==> src/design/tkd_pkg.sv <==
// tkd_pkg: shared types, constants and widths for the touch keypad decoder.
// No dependencies; used by tkd_div, tkd_keyhit and the top through scoped names.
package tkd_pkg;

	localparam int RAW_W   = 12;
	localparam int TIME_W  = 32;
	localparam int MS_W    = 16;
	localparam int XPOS_W  = 9;
	localparam int YPOS_W  = 8;
	localparam int KEY_W_B = 4;
	localparam int QUO_W   = XPOS_W;
	localparam int NUM_W   = RAW_W + QUO_W;
	localparam int CNT_W   = $clog2(QUO_W + 1);
	localparam int CFG_IDX_W = 3;
	localparam int CFG_DAT_W = 16;

	// Screen and keypad geometry
	localparam int SCREEN_W    = 320;
	localparam int SCREEN_H    = 240;
	localparam int KEY_COLUMNS = 3;
	localparam int KEY_ROWS    = 4;
	localparam int KEY_WIDTH   = 96;
	localparam int KEY_HEIGHT  = 34;
	localparam int KEY_GAP_X   = 8;
	localparam int KEY_GAP_Y   = 2;
	localparam int KEY_LEFT    = 8;
	localparam int KEY_TOP     = 88;
	localparam int PITCH_X     = KEY_WIDTH + KEY_GAP_X;
	localparam int PITCH_Y     = KEY_HEIGHT + KEY_GAP_Y;

	localparam logic [XPOS_W-1:0] X_LAST = XPOS_W'(SCREEN_W - 1);
	localparam logic [XPOS_W-1:0] Y_LAST = XPOS_W'(SCREEN_H - 1);

	// Register reset values
	localparam logic [RAW_W-1:0] RAW_MAX_RST  = RAW_W'(4095);
	localparam logic [MS_W-1:0]  LOCKOUT_RST  = MS_W'(220);
	localparam logic [MS_W-1:0]  HILITE_RST   = MS_W'(180);

	// Configuration register indexes
	localparam logic [CFG_IDX_W-1:0] REG_X_MIN   = 3'd0;
	localparam logic [CFG_IDX_W-1:0] REG_X_MAX   = 3'd1;
	localparam logic [CFG_IDX_W-1:0] REG_Y_MIN   = 3'd2;
	localparam logic [CFG_IDX_W-1:0] REG_Y_MAX   = 3'd3;
	localparam logic [CFG_IDX_W-1:0] REG_SWAP    = 3'd4;
	localparam logic [CFG_IDX_W-1:0] REG_LOCKOUT = 3'd5;
	localparam logic [CFG_IDX_W-1:0] REG_HILITE  = 3'd6;

	typedef enum logic [2:0] {
		ST_IDLE,
		ST_MAP_X,
		ST_DIV_X,
		ST_MAP_Y,
		ST_DIV_Y,
		ST_HIT,
		ST_EXPIRE,
		ST_DONE
	} state_t;

	typedef struct packed {
		logic             start;
		logic [NUM_W-1:0] num;
		logic [RAW_W-1:0] den;
	} div_req_t;

	typedef struct packed {
		logic             busy;
		logic [QUO_W-1:0] quot;
	} div_rsp_t;

endpackage

==> src/design/tkd_div.sv <==
// tkd_div: restoring divider, one quotient bit per cycle, shared by both axes.
// Depends on tkd_pkg. Caller guarantees num < den * 2^QUO_W.
module tkd_div (
	input  logic              clk,
	input  logic              arst_n,
	input  tkd_pkg::div_req_t req,
	output tkd_pkg::div_rsp_t rsp
);

	logic [tkd_pkg::RAW_W-1:0] rem_q;
	logic [tkd_pkg::RAW_W-1:0] den_q;
	logic [tkd_pkg::QUO_W-1:0] sh_q;
	logic [tkd_pkg::CNT_W-1:0] cnt_q;
	logic                      busy_q;

	logic [tkd_pkg::RAW_W:0]   part;
	logic [tkd_pkg::RAW_W:0]   diff;
	logic                      ge;

	assign part = {rem_q, sh_q[tkd_pkg::QUO_W-1]};
	assign ge   = part >= {1'b0, den_q};
	assign diff = part - {1'b0, den_q};

	always_ff @(posedge clk or negedge arst_n) begin
		if (!arst_n) begin
			busy_q <= 1'b0;
			cnt_q  <= '0;
		end else if (req.start) begin
			busy_q <= 1'b1;
			cnt_q  <= tkd_pkg::CNT_W'(tkd_pkg::QUO_W);
		end else if (busy_q) begin
			cnt_q <= cnt_q - tkd_pkg::CNT_W'(1);
			if (cnt_q == tkd_pkg::CNT_W'(1)) begin
				busy_q <= 1'b0;
			end
		end
	end

	always_ff @(posedge clk) begin
		if (req.start) begin
			rem_q <= req.num[tkd_pkg::NUM_W-1:tkd_pkg::QUO_W];
			sh_q  <= req.num[tkd_pkg::QUO_W-1:0];
			den_q <= req.den;
		end else if (busy_q) begin
			// partial remainder stays below den, so RAW_W bits hold it
			rem_q <= ge ? diff[tkd_pkg::RAW_W-1:0] : part[tkd_pkg::RAW_W-1:0];
			sh_q  <= {sh_q[tkd_pkg::QUO_W-2:0], ge};
		end
	end

	assign rsp.busy = busy_q;
	assign rsp.quot = sh_q;

endmodule

==> src/design/tkd_keyhit.sv <==
// tkd_keyhit: hit test of a screen point against the keypad grid, inclusive edges.
// Depends on tkd_pkg. Keys do not overlap; the first match in row-major order wins.
module tkd_keyhit (
	input  logic [tkd_pkg::XPOS_W-1:0]  x,
	input  logic [tkd_pkg::YPOS_W-1:0]  y,
	output logic                        hit,
	output logic [tkd_pkg::KEY_W_B-1:0] key
);

	always_comb begin
		int bx;
		int by;
		int xi;
		int yi;
		hit = 1'b0;
		key = '0;
		xi  = int'(x);
		yi  = int'(y);
		for (int r = 0; r < tkd_pkg::KEY_ROWS; r++) begin
			for (int c = 0; c < tkd_pkg::KEY_COLUMNS; c++) begin
				bx = tkd_pkg::KEY_LEFT + c * tkd_pkg::PITCH_X;
				by = tkd_pkg::KEY_TOP + r * tkd_pkg::PITCH_Y;
				if (!hit && xi >= bx && xi <= bx + tkd_pkg::KEY_WIDTH &&
				    yi >= by && yi <= by + tkd_pkg::KEY_HEIGHT) begin
					hit = 1'b1;
					key = tkd_pkg::KEY_W_B'(r * tkd_pkg::KEY_COLUMNS + c);
				end
			end
		end
	end

endmodule

==> src/design/touch_keypad_decoder_top.sv <==
// touch_keypad_decoder_top: calibration, screen mapping, keypad hit test, press lockout
// and highlight timing. Depends on tkd_pkg, tkd_div and tkd_keyhit.
//
// Channel  | Direction | Handshake          | Payload
// ---------+-----------+--------------------+------------------------------------------
// sample   | in        | s_tvalid/s_tready  | s_tuser: touched; s_tdata: raw_x, raw_y, now_ms
// result   | out       | m_tvalid/m_tready  | m_tuser: map_valid; m_tdata: see port list
// config   | in        | cfg_valid/cfg_ready| cfg_index, cfg_data (always ready)
//
// A touched sample under a valid calibration makes two 9-step passes through the
// shared serial divider, one per axis; an untouched sample or an invalid calibration
// makes none. An axis whose raw reading lies below its min, or at or above its max,
// skips its division.
// s_tready is high only while the sequencer is idle; a finished result sits in the
// output register, so a new sample is taken while the last result waits.
// Reset clears calibration to its defaults and all press and highlight state.
module touch_keypad_decoder_top (
	input  logic                            clk,
	input  logic                            arst_n,
	// sample channel
	input  logic                            s_tvalid,
	output logic                            s_tready,
	input  logic [55:0]                     s_tdata,  // raw_x[11:0], raw_y[23:12], now_ms[55:24]
	input  logic                            s_tuser,  // touched
	// result channel
	output logic                            m_tvalid,
	input  logic                            m_tready,
	// mapped_x[8:0], mapped_y[16:9], press_accepted[17], pressed_key[21:18],
	// press_total[53:22], highlight_valid[54], highlight_key[58:55], zero[63:59]
	output logic [63:0]                     m_tdata,
	output logic                            m_tuser,  // map_valid
	// configuration write channel
	input  logic                            cfg_valid,
	output logic                            cfg_ready,
	input  logic [tkd_pkg::CFG_IDX_W-1:0]   cfg_index,
	input  logic [tkd_pkg::CFG_DAT_W-1:0]   cfg_data
);

	// ---------------- configuration registers ----------------
	logic [tkd_pkg::RAW_W-1:0] x_min_q, x_max_q, y_min_q, y_max_q;
	logic                      swap_q;
	logic [tkd_pkg::MS_W-1:0]  lockout_q, hilite_q;

	assign cfg_ready = 1'b1;

	always_ff @(posedge clk or negedge arst_n) begin
		if (!arst_n) begin
			x_min_q   <= '0;
			x_max_q   <= tkd_pkg::RAW_MAX_RST;
			y_min_q   <= '0;
			y_max_q   <= tkd_pkg::RAW_MAX_RST;
			swap_q    <= 1'b0;
			lockout_q <= tkd_pkg::LOCKOUT_RST;
			hilite_q  <= tkd_pkg::HILITE_RST;
		end else if (cfg_valid && cfg_ready) begin
			case (cfg_index)
				tkd_pkg::REG_X_MIN:   x_min_q   <= cfg_data[tkd_pkg::RAW_W-1:0];
				tkd_pkg::REG_X_MAX:   x_max_q   <= cfg_data[tkd_pkg::RAW_W-1:0];
				tkd_pkg::REG_Y_MIN:   y_min_q   <= cfg_data[tkd_pkg::RAW_W-1:0];
				tkd_pkg::REG_Y_MAX:   y_max_q   <= cfg_data[tkd_pkg::RAW_W-1:0];
				tkd_pkg::REG_SWAP:    swap_q    <= cfg_data[0];
				tkd_pkg::REG_LOCKOUT: lockout_q <= cfg_data;
				tkd_pkg::REG_HILITE:  hilite_q  <= cfg_data;
				default: ;  // writes past the register list are dropped
			endcase
		end
	end

	logic cal_ok;
	assign cal_ok = (x_max_q > x_min_q) && (y_max_q > y_min_q);

	// ---------------- sequencer ----------------
	tkd_pkg::state_t state_q, state_nx;
	tkd_pkg::div_req_t div_req;
	tkd_pkg::div_rsp_t div_rsp;

	logic in_xfer, out_free, out_load;
	logic [tkd_pkg::RAW_W-1:0]  raw_x_q, raw_y_q;
	logic [tkd_pkg::TIME_W-1:0] now_q;

	// per-axis operand selection for the shared divider
	logic                       axis_y;
	logic [tkd_pkg::RAW_W-1:0]  ax_raw, ax_lo, ax_hi;
	logic [tkd_pkg::QUO_W-1:0]  ax_last;
	logic                       ax_below, ax_above;
	logic [tkd_pkg::RAW_W-1:0]  ax_off, ax_den;
	logic [tkd_pkg::NUM_W-1:0]  ax_num;

	assign axis_y   = (state_q == tkd_pkg::ST_MAP_Y);
	assign ax_raw   = (swap_q ^ axis_y) ? raw_y_q : raw_x_q;
	assign ax_lo    = axis_y ? y_min_q : x_min_q;
	assign ax_hi    = axis_y ? y_max_q : x_max_q;
	assign ax_last  = axis_y ? tkd_pkg::Y_LAST : tkd_pkg::X_LAST;
	assign ax_below = ax_raw < ax_lo;   // truncates to zero or goes negative: clamp low
	assign ax_above = ax_raw >= ax_hi;  // quotient reaches the last pixel: clamp high
	assign ax_off   = ax_raw - ax_lo;
	assign ax_den   = ax_hi - ax_lo;
	assign ax_num   = tkd_pkg::NUM_W'(ax_off) * tkd_pkg::NUM_W'(ax_last);

	logic ax_direct;
	assign ax_direct = ax_below || ax_above;

	assign in_xfer  = s_tvalid && s_tready;
	assign out_free = !m_tvalid || m_tready;

	always_comb begin
		state_nx = state_q;
		case (state_q)
			tkd_pkg::ST_IDLE:
				if (in_xfer) begin
					state_nx = (s_tuser && cal_ok) ? tkd_pkg::ST_MAP_X : tkd_pkg::ST_EXPIRE;
				end
			tkd_pkg::ST_MAP_X:
				state_nx = ax_direct ? tkd_pkg::ST_MAP_Y : tkd_pkg::ST_DIV_X;
			tkd_pkg::ST_DIV_X:
				if (!div_rsp.busy) begin
					state_nx = tkd_pkg::ST_MAP_Y;
				end
			tkd_pkg::ST_MAP_Y:
				state_nx = ax_direct ? tkd_pkg::ST_HIT : tkd_pkg::ST_DIV_Y;
			tkd_pkg::ST_DIV_Y:
				if (!div_rsp.busy) begin
					state_nx = tkd_pkg::ST_HIT;
				end
			tkd_pkg::ST_HIT:
				state_nx = tkd_pkg::ST_EXPIRE;
			tkd_pkg::ST_EXPIRE:
				state_nx = tkd_pkg::ST_DONE;
			tkd_pkg::ST_DONE:
				if (out_free) begin
					state_nx = tkd_pkg::ST_IDLE;
				end
			default:
				state_nx = tkd_pkg::ST_IDLE;
		endcase
	end

	always_comb begin
		s_tready      = (state_q == tkd_pkg::ST_IDLE);
		div_req.start = ((state_q == tkd_pkg::ST_MAP_X) || (state_q == tkd_pkg::ST_MAP_Y)) &&
		                !ax_direct;
		div_req.num   = ax_num;
		div_req.den   = ax_den;
		out_load      = (state_q == tkd_pkg::ST_DONE) && out_free;
	end

	always_ff @(posedge clk or negedge arst_n) begin
		if (!arst_n) begin
			state_q <= tkd_pkg::ST_IDLE;
		end else begin
			state_q <= state_nx;
		end
	end

	tkd_div u_div (
		.clk    (clk),
		.arst_n (arst_n),
		.req    (div_req),
		.rsp    (div_rsp)
	);

	// ---------------- sample and mapping registers ----------------
	logic                       map_valid_q;
	logic [tkd_pkg::XPOS_W-1:0] mx_q;
	logic [tkd_pkg::YPOS_W-1:0] my_q;
	logic [tkd_pkg::QUO_W-1:0]  ax_direct_val;

	assign ax_direct_val = ax_below ? '0 : ax_last;

	always_ff @(posedge clk) begin
		if (in_xfer) begin
			raw_x_q     <= s_tdata[11:0];
			raw_y_q     <= s_tdata[23:12];
			now_q       <= s_tdata[55:24];
			map_valid_q <= s_tuser && cal_ok;
			mx_q        <= '0;
			my_q        <= '0;
		end else begin
			case (state_q)
				tkd_pkg::ST_MAP_X:
					if (ax_direct) begin
						mx_q <= ax_direct_val;
					end
				tkd_pkg::ST_DIV_X:
					if (!div_rsp.busy) begin
						mx_q <= div_rsp.quot;
					end
				tkd_pkg::ST_MAP_Y:
					if (ax_direct) begin
						my_q <= ax_direct_val[tkd_pkg::YPOS_W-1:0];
					end
				tkd_pkg::ST_DIV_Y:
					if (!div_rsp.busy) begin
						my_q <= div_rsp.quot[tkd_pkg::YPOS_W-1:0];
					end
				default: ;
			endcase
		end
	end

	// ---------------- hit test, lockout and highlight ----------------
	logic                        key_hit;
	logic [tkd_pkg::KEY_W_B-1:0] key_idx;

	tkd_keyhit u_keyhit (
		.x   (mx_q),
		.y   (my_q),
		.hit (key_hit),
		.key (key_idx)
	);

	logic [tkd_pkg::TIME_W-1:0]  last_press_q, press_cnt_q, lit_until_q;
	logic                        lit_valid_q;
	logic [tkd_pkg::KEY_W_B-1:0] lit_key_q;
	logic                        acc_q;
	logic [tkd_pkg::KEY_W_B-1:0] pkey_q;
	logic [tkd_pkg::TIME_W-1:0]  elapsed;
	logic                        press_now;

	// wrapping elapsed time against the lockout
	assign elapsed   = now_q - last_press_q;
	assign press_now = (state_q == tkd_pkg::ST_HIT) && map_valid_q && key_hit &&
	                   (elapsed > tkd_pkg::TIME_W'(lockout_q));

	always_ff @(posedge clk or negedge arst_n) begin
		if (!arst_n) begin
			last_press_q <= '0;
			press_cnt_q  <= '0;
			lit_valid_q  <= 1'b0;
			lit_key_q    <= '0;
			lit_until_q  <= '0;
			acc_q        <= 1'b0;
			pkey_q       <= '0;
		end else if (in_xfer) begin
			acc_q  <= 1'b0;
			pkey_q <= '0;
		end else if (press_now) begin
			acc_q        <= 1'b1;
			pkey_q       <= key_idx;
			last_press_q <= now_q;
			press_cnt_q  <= press_cnt_q + tkd_pkg::TIME_W'(1);
			lit_valid_q  <= 1'b1;
			lit_key_q    <= key_idx;
			lit_until_q  <= now_q + tkd_pkg::TIME_W'(hilite_q);
		end else if ((state_q == tkd_pkg::ST_EXPIRE) && lit_valid_q &&
		             (now_q >= lit_until_q)) begin
			// plain compare: an end time that wrapped expires at once
			lit_valid_q <= 1'b0;
			lit_key_q   <= '0;
		end
	end

	// ---------------- output register ----------------
	logic        m_tvalid_q;
	logic        m_tuser_q;
	logic [63:0] m_tdata_q;

	always_ff @(posedge clk or negedge arst_n) begin
		if (!arst_n) begin
			m_tvalid_q <= 1'b0;
		end else if (out_load) begin
			m_tvalid_q <= 1'b1;
		end else if (m_tready) begin
			m_tvalid_q <= 1'b0;
		end
	end

	always_ff @(posedge clk) begin
		if (out_load) begin
			m_tuser_q <= map_valid_q;
			m_tdata_q <= {5'd0,
			              lit_valid_q ? lit_key_q : 4'd0,
			              lit_valid_q,
			              press_cnt_q,
			              pkey_q,
			              acc_q,
			              my_q,
			              mx_q};
		end
	end

	assign m_tvalid = m_tvalid_q;
	assign m_tuser  = m_tuser_q;
	assign m_tdata  = m_tdata_q;

endmodule

==> config.mk <==
export PLATFORM = sky130hd
export DESIGN_NAME = touch_keypad_decoder_top
export DESIGN_NICKNAME = d
export VERILOG_FILES = /design/src/design/tkd_pkg.sv /design/src/design/tkd_div.sv /design/src/design/tkd_keyhit.sv /design/src/design/touch_keypad_decoder_top.sv
export SDC_FILE = /design/constraint.sdc
export NUM_CORES = 1
export LEC_CHECK = 0
export BUFFER_PORTS_ARGS = -buffer_cell sky130_fd_sc_hd__buf_4
export CORE_MARGIN = 2
export CORE_UTILIZATION = 30
export DETAILED_ROUTE_END_ITERATION = 6
export PLACE_DENSITY_LB_ADDON = 0.3
export SYNTH_ARGS = -nofsm -noshare
export SYNTH_HDL_FRONTEND = slang
export SYNTH_SLANG_ARGS = --single-unit
==> constraint.sdc <==
create_clock -name clk -period 17.52 [get_ports clk]
set_input_delay 2.628 -clock clk [delete_from_list [all_inputs] [get_ports clk]]
set_output_delay 2.628 -clock clk [all_outputs]
set_load 0.02 [all_outputs]
==> key figures <==
Status
  • Outcome: complete, no violations

Synthesis
  • Synth top cells by count: inv_1, ha_1, nand2_1, dfrtp_1, edfxtp_1
  • Simple-gate share of the synthesized area: 0.1215
  • Top post-synthesis cells by area: edfxtp_1, dfrtp_1, ha_1
  • Seq/Total Area, Yosys: 0.4243
  • Synth Area in Compound Gates: 0.1275
  • Adder-cell share of the synthesized area: 0.1757
  • Post-Syn Area: 0.02308 sq mm
  • Synth async-reset ratio: 0.5399
  • Syn Area/Cell: 10.28 sq um
  • Synth unique cells: 79
  • Post-synth EDFFs: 150
  • Gate Count Post-Synth: 2244
  • Synth Area in XOR/XNOR: 0.04478
  • Synth Flop Type: dfrtp_1
  • Post-synthesis mux area share: 0.04950
  • Largest family of logic cells by synthesized area: adder cells
  • Most common cell in the netlist: inv_1
  • Area leader, netlist: edfxtp_1
  • Synth top area share: 0.1952
  • Synthesis-stage register bit count: 363
  • Number of synthesis warnings: 0

CTS
  • Post_cts resized: 0
  • Worst-Skew Late Latency: 610 ps
  • Total CTS buffers: 45
  • H-Tree Depth: 2
  • # clock sinks: 363
  • Clock Pin Slew Worst Setup and Hold Paths: 60 ps
  • # Post-CTS Setup Buffers: 0
  • # hold bufs at CTS: 0
  • Root buf cell: clkbuf_16
  • Longest Clk Path Bufs: 3
  • CTS tree: yes

Setup path
  • Crit path to: u_div.rem_q[11]
  • Crit-path slowest cell: xnor2_1
  • R2R depth: 32
  • Critical path class: flop to flop
  • CP peak stage delay: 790 ps
  • CP Max Fanout: 34
  • Reg2reg setup slack: 8440 ps
  • Reg2reg end: u_div.rem_q[11]
  • Reg-to-reg startpoint: state_q[0]
  • Crit path launch: state_q[0]
  • CP Launch Type: flop
  • Setup crit end kind: flop
  • Worst Path Required: 17820 ps
  • Worst EP arrival: 9380 ps

Routing
  • Total number of vias: 16440
  • DR pass1 iterations: 5
  • Post-route ant nets: 0
  • WL met3: 2.330 mm
  • Detailed Route Iter0 Violations: 981
  • DR DRC count: 0
  • WL per Instance: 16.41 microns
  • Vias per cell: 4.767
  • Met1 WL: 26.17 mm
  • Metal2 WL: 27.01 mm
  • Total Wirelength: 56.58 mm
  • Top layer in use: met4

Floorplanning
  • Die width: 281.4 microns
  • Core ar.: 0.07608 sq mm
  • Die footprint: 0.07916 sq mm
  • Chip Height: 281.4 microns
  • Standard-cell row count: 101
  • Initial Utilization: 0.3033
  • Num ports: 149

Global routing
  • All-Layer GR Usage: 0.1443
  • Grt ovf: 0
  • Pin count of the biggest net entering global routing: 84
  • Vias in the first global route: 16890
  • Initial antenna violation count: 0
  • First-pass GRT wire length: 91.34 mm

STA
  • Setup Skew: 35.90 ps
  • Setup violators final: 0
  • Min Tclk post-route: 9078 ps
  • Final count of hold timing violations: 0
  • Fin Setup TNS: 0 ps
  • Relative slew slack: 0.2236
  • RSZ-0062 raised after global routing: false
  • Final period util: 0.5182
  • Worst Max-Slew Pin Slew: 1165 ps
  • Max Fclk: 110.2 MHz
  • Slew Viols, Final: 0

Layout
  • Layout net count: 2747
  • Core Util, Final: 0.3523
  • Fraction of layout cells with a size suffix above 1: 0.1501
  • Area Overhead vs Synth: 16.13%
  • Register area: 0.009791 sq mm
  • Antenna diodes: 0
  • Fillcell total: 7614
  • Area occupied by multi-input gates: 0.01203 sq mm

Placed design
  • Port Buf Inserts: 142
  • Hpwl dp: 42.71 mm
  • GP Congestion: 0.8519

Min path
  • Worst Hold Class: flop to flop

Run
  • Maxcap violations: 0
==> stage by stage <==
stage	area [sq um]	std cells	setup slack, ps	hold slack [ps]
floorplan	23090	2248	9307	421.8
global placement	25230	3364	8564	434.9
detailed placement	25230	3364	8415	443.2
CTS	26800	3448	8392	452.9
global route	26800	3448	7573	464.9
finish	26800	3448	8442	446.3
==> cells by family after synthesis <==
kind of cell               count (synthesis)
and+or+nand+nor                          580
AOI/OAI and AO/OA                        470
DFF                                      363
buffers and inverters                    323
adders and majority gates                285
xor gates and xnor gates                 118
muxes                                    103
other                                      2
==> metal layers <==
| metal | vias to the layer above | global-route usage |
|---|---|---|
| li1 | 8101 | - |
| met1 | 7974 | 0.1910 |
| met5 | - | 0 |
| met4 | 0 | 0.03478 |
| met2 | 295 | 0.2466 |
| met3 | 65 | 0.02328 |
==> area by class of cell <==
class	count	share of cell area
Clock buffer	65	0.04823
Clock inverter	19	0.01022
Inverter	255	0.03572
Multi-Input combinational cell	1562	0.4490
Sequential cell	363	0.3653
Tap cell	1030	0.04809
Timing Repair Buffer	154	0.04337
==> worst max-delay path, delay by kind of cell, from the launching register on <==
kind,cells,cell delay [ps]
XOR/XNOR,3,1100
buffers and inverters,3,780
AND/OR/NAND/NOR,5,630
adder cells (fa/ha/maj),6,2550
AO/OA/AOI/OAI,14,2700
multiplexers,1,390
flip-flops,1,590
==> state kept, by name (all words and copies together) (netlist names), 3 cells and up <==
signal and flops:
m_tdata 59, last_press_q 32, lit_until_q 32, now_q 32
press_cnt_q 32, hilite_q 16, lockout_q 16, raw_x_q 12
raw_y_q 12, u_div.den_q 12, u_div.rem_q 12, x_max_q 12
x_min_q 12, y_max_q 12, y_min_q 12, mx_q 9
u_div.sh_q 9, my_q 8, lit_key_q 4, pkey_q 4
u_div.cnt_q 4, state_q 3
==> worst min path at each step <==
stage                     startpoint          end  slack (ps)  depth (start not counted)
after floorplan              mx_q[2]   m_tdata[2]         420                          0
after global placement         acc_q  m_tdata[17]         430                          0
after detailed placement     mx_q[1]   m_tdata[1]         440                          0
after CTS                    mx_q[2]   m_tdata[2]         450                          0
after global routing       pkey_q[1]  m_tdata[19]         460                          0
final                        mx_q[2]   m_tdata[2]         450                          0
==> placed cells by master, fill, tap and decap left out, types with 9 or more instances in the layout <==
cell	synthesis	routed
nand2_1	185	185
a211o_1	11	11
a211oi_1	10	10
a21o_1	71	71
nand2b_1	37	37
mux2i_1	26	26
edfxtp_1	150	150
a21oi_1	123	123
a21boi_0	9	9
nor3_1	34	33
nand4_1	32	32
nor2_1	127	125
dfstp_2	33	33
inv_1	255	255
fa_1	65	65
nand3_1	49	49
nor2b_1	29	29
ha_1	220	220
o21ai_1	53	54
and2_1	14	12
dfxtp_1	17	17
and3_1	23	23
clkbuf_1	41	12
o21a_1	12	12
a31oi_1	9	9
xor2_1	34	34
o21ai_0	96	95
buf_4	7	153
xnor2_1	84	84
mux2_2	73	73
dfrtp_1	163	163
clkbuf_16	0	46
Power is not shown: default switching activity piles up to over one toggle a cycle in this logic, so the estimate is an artifact.
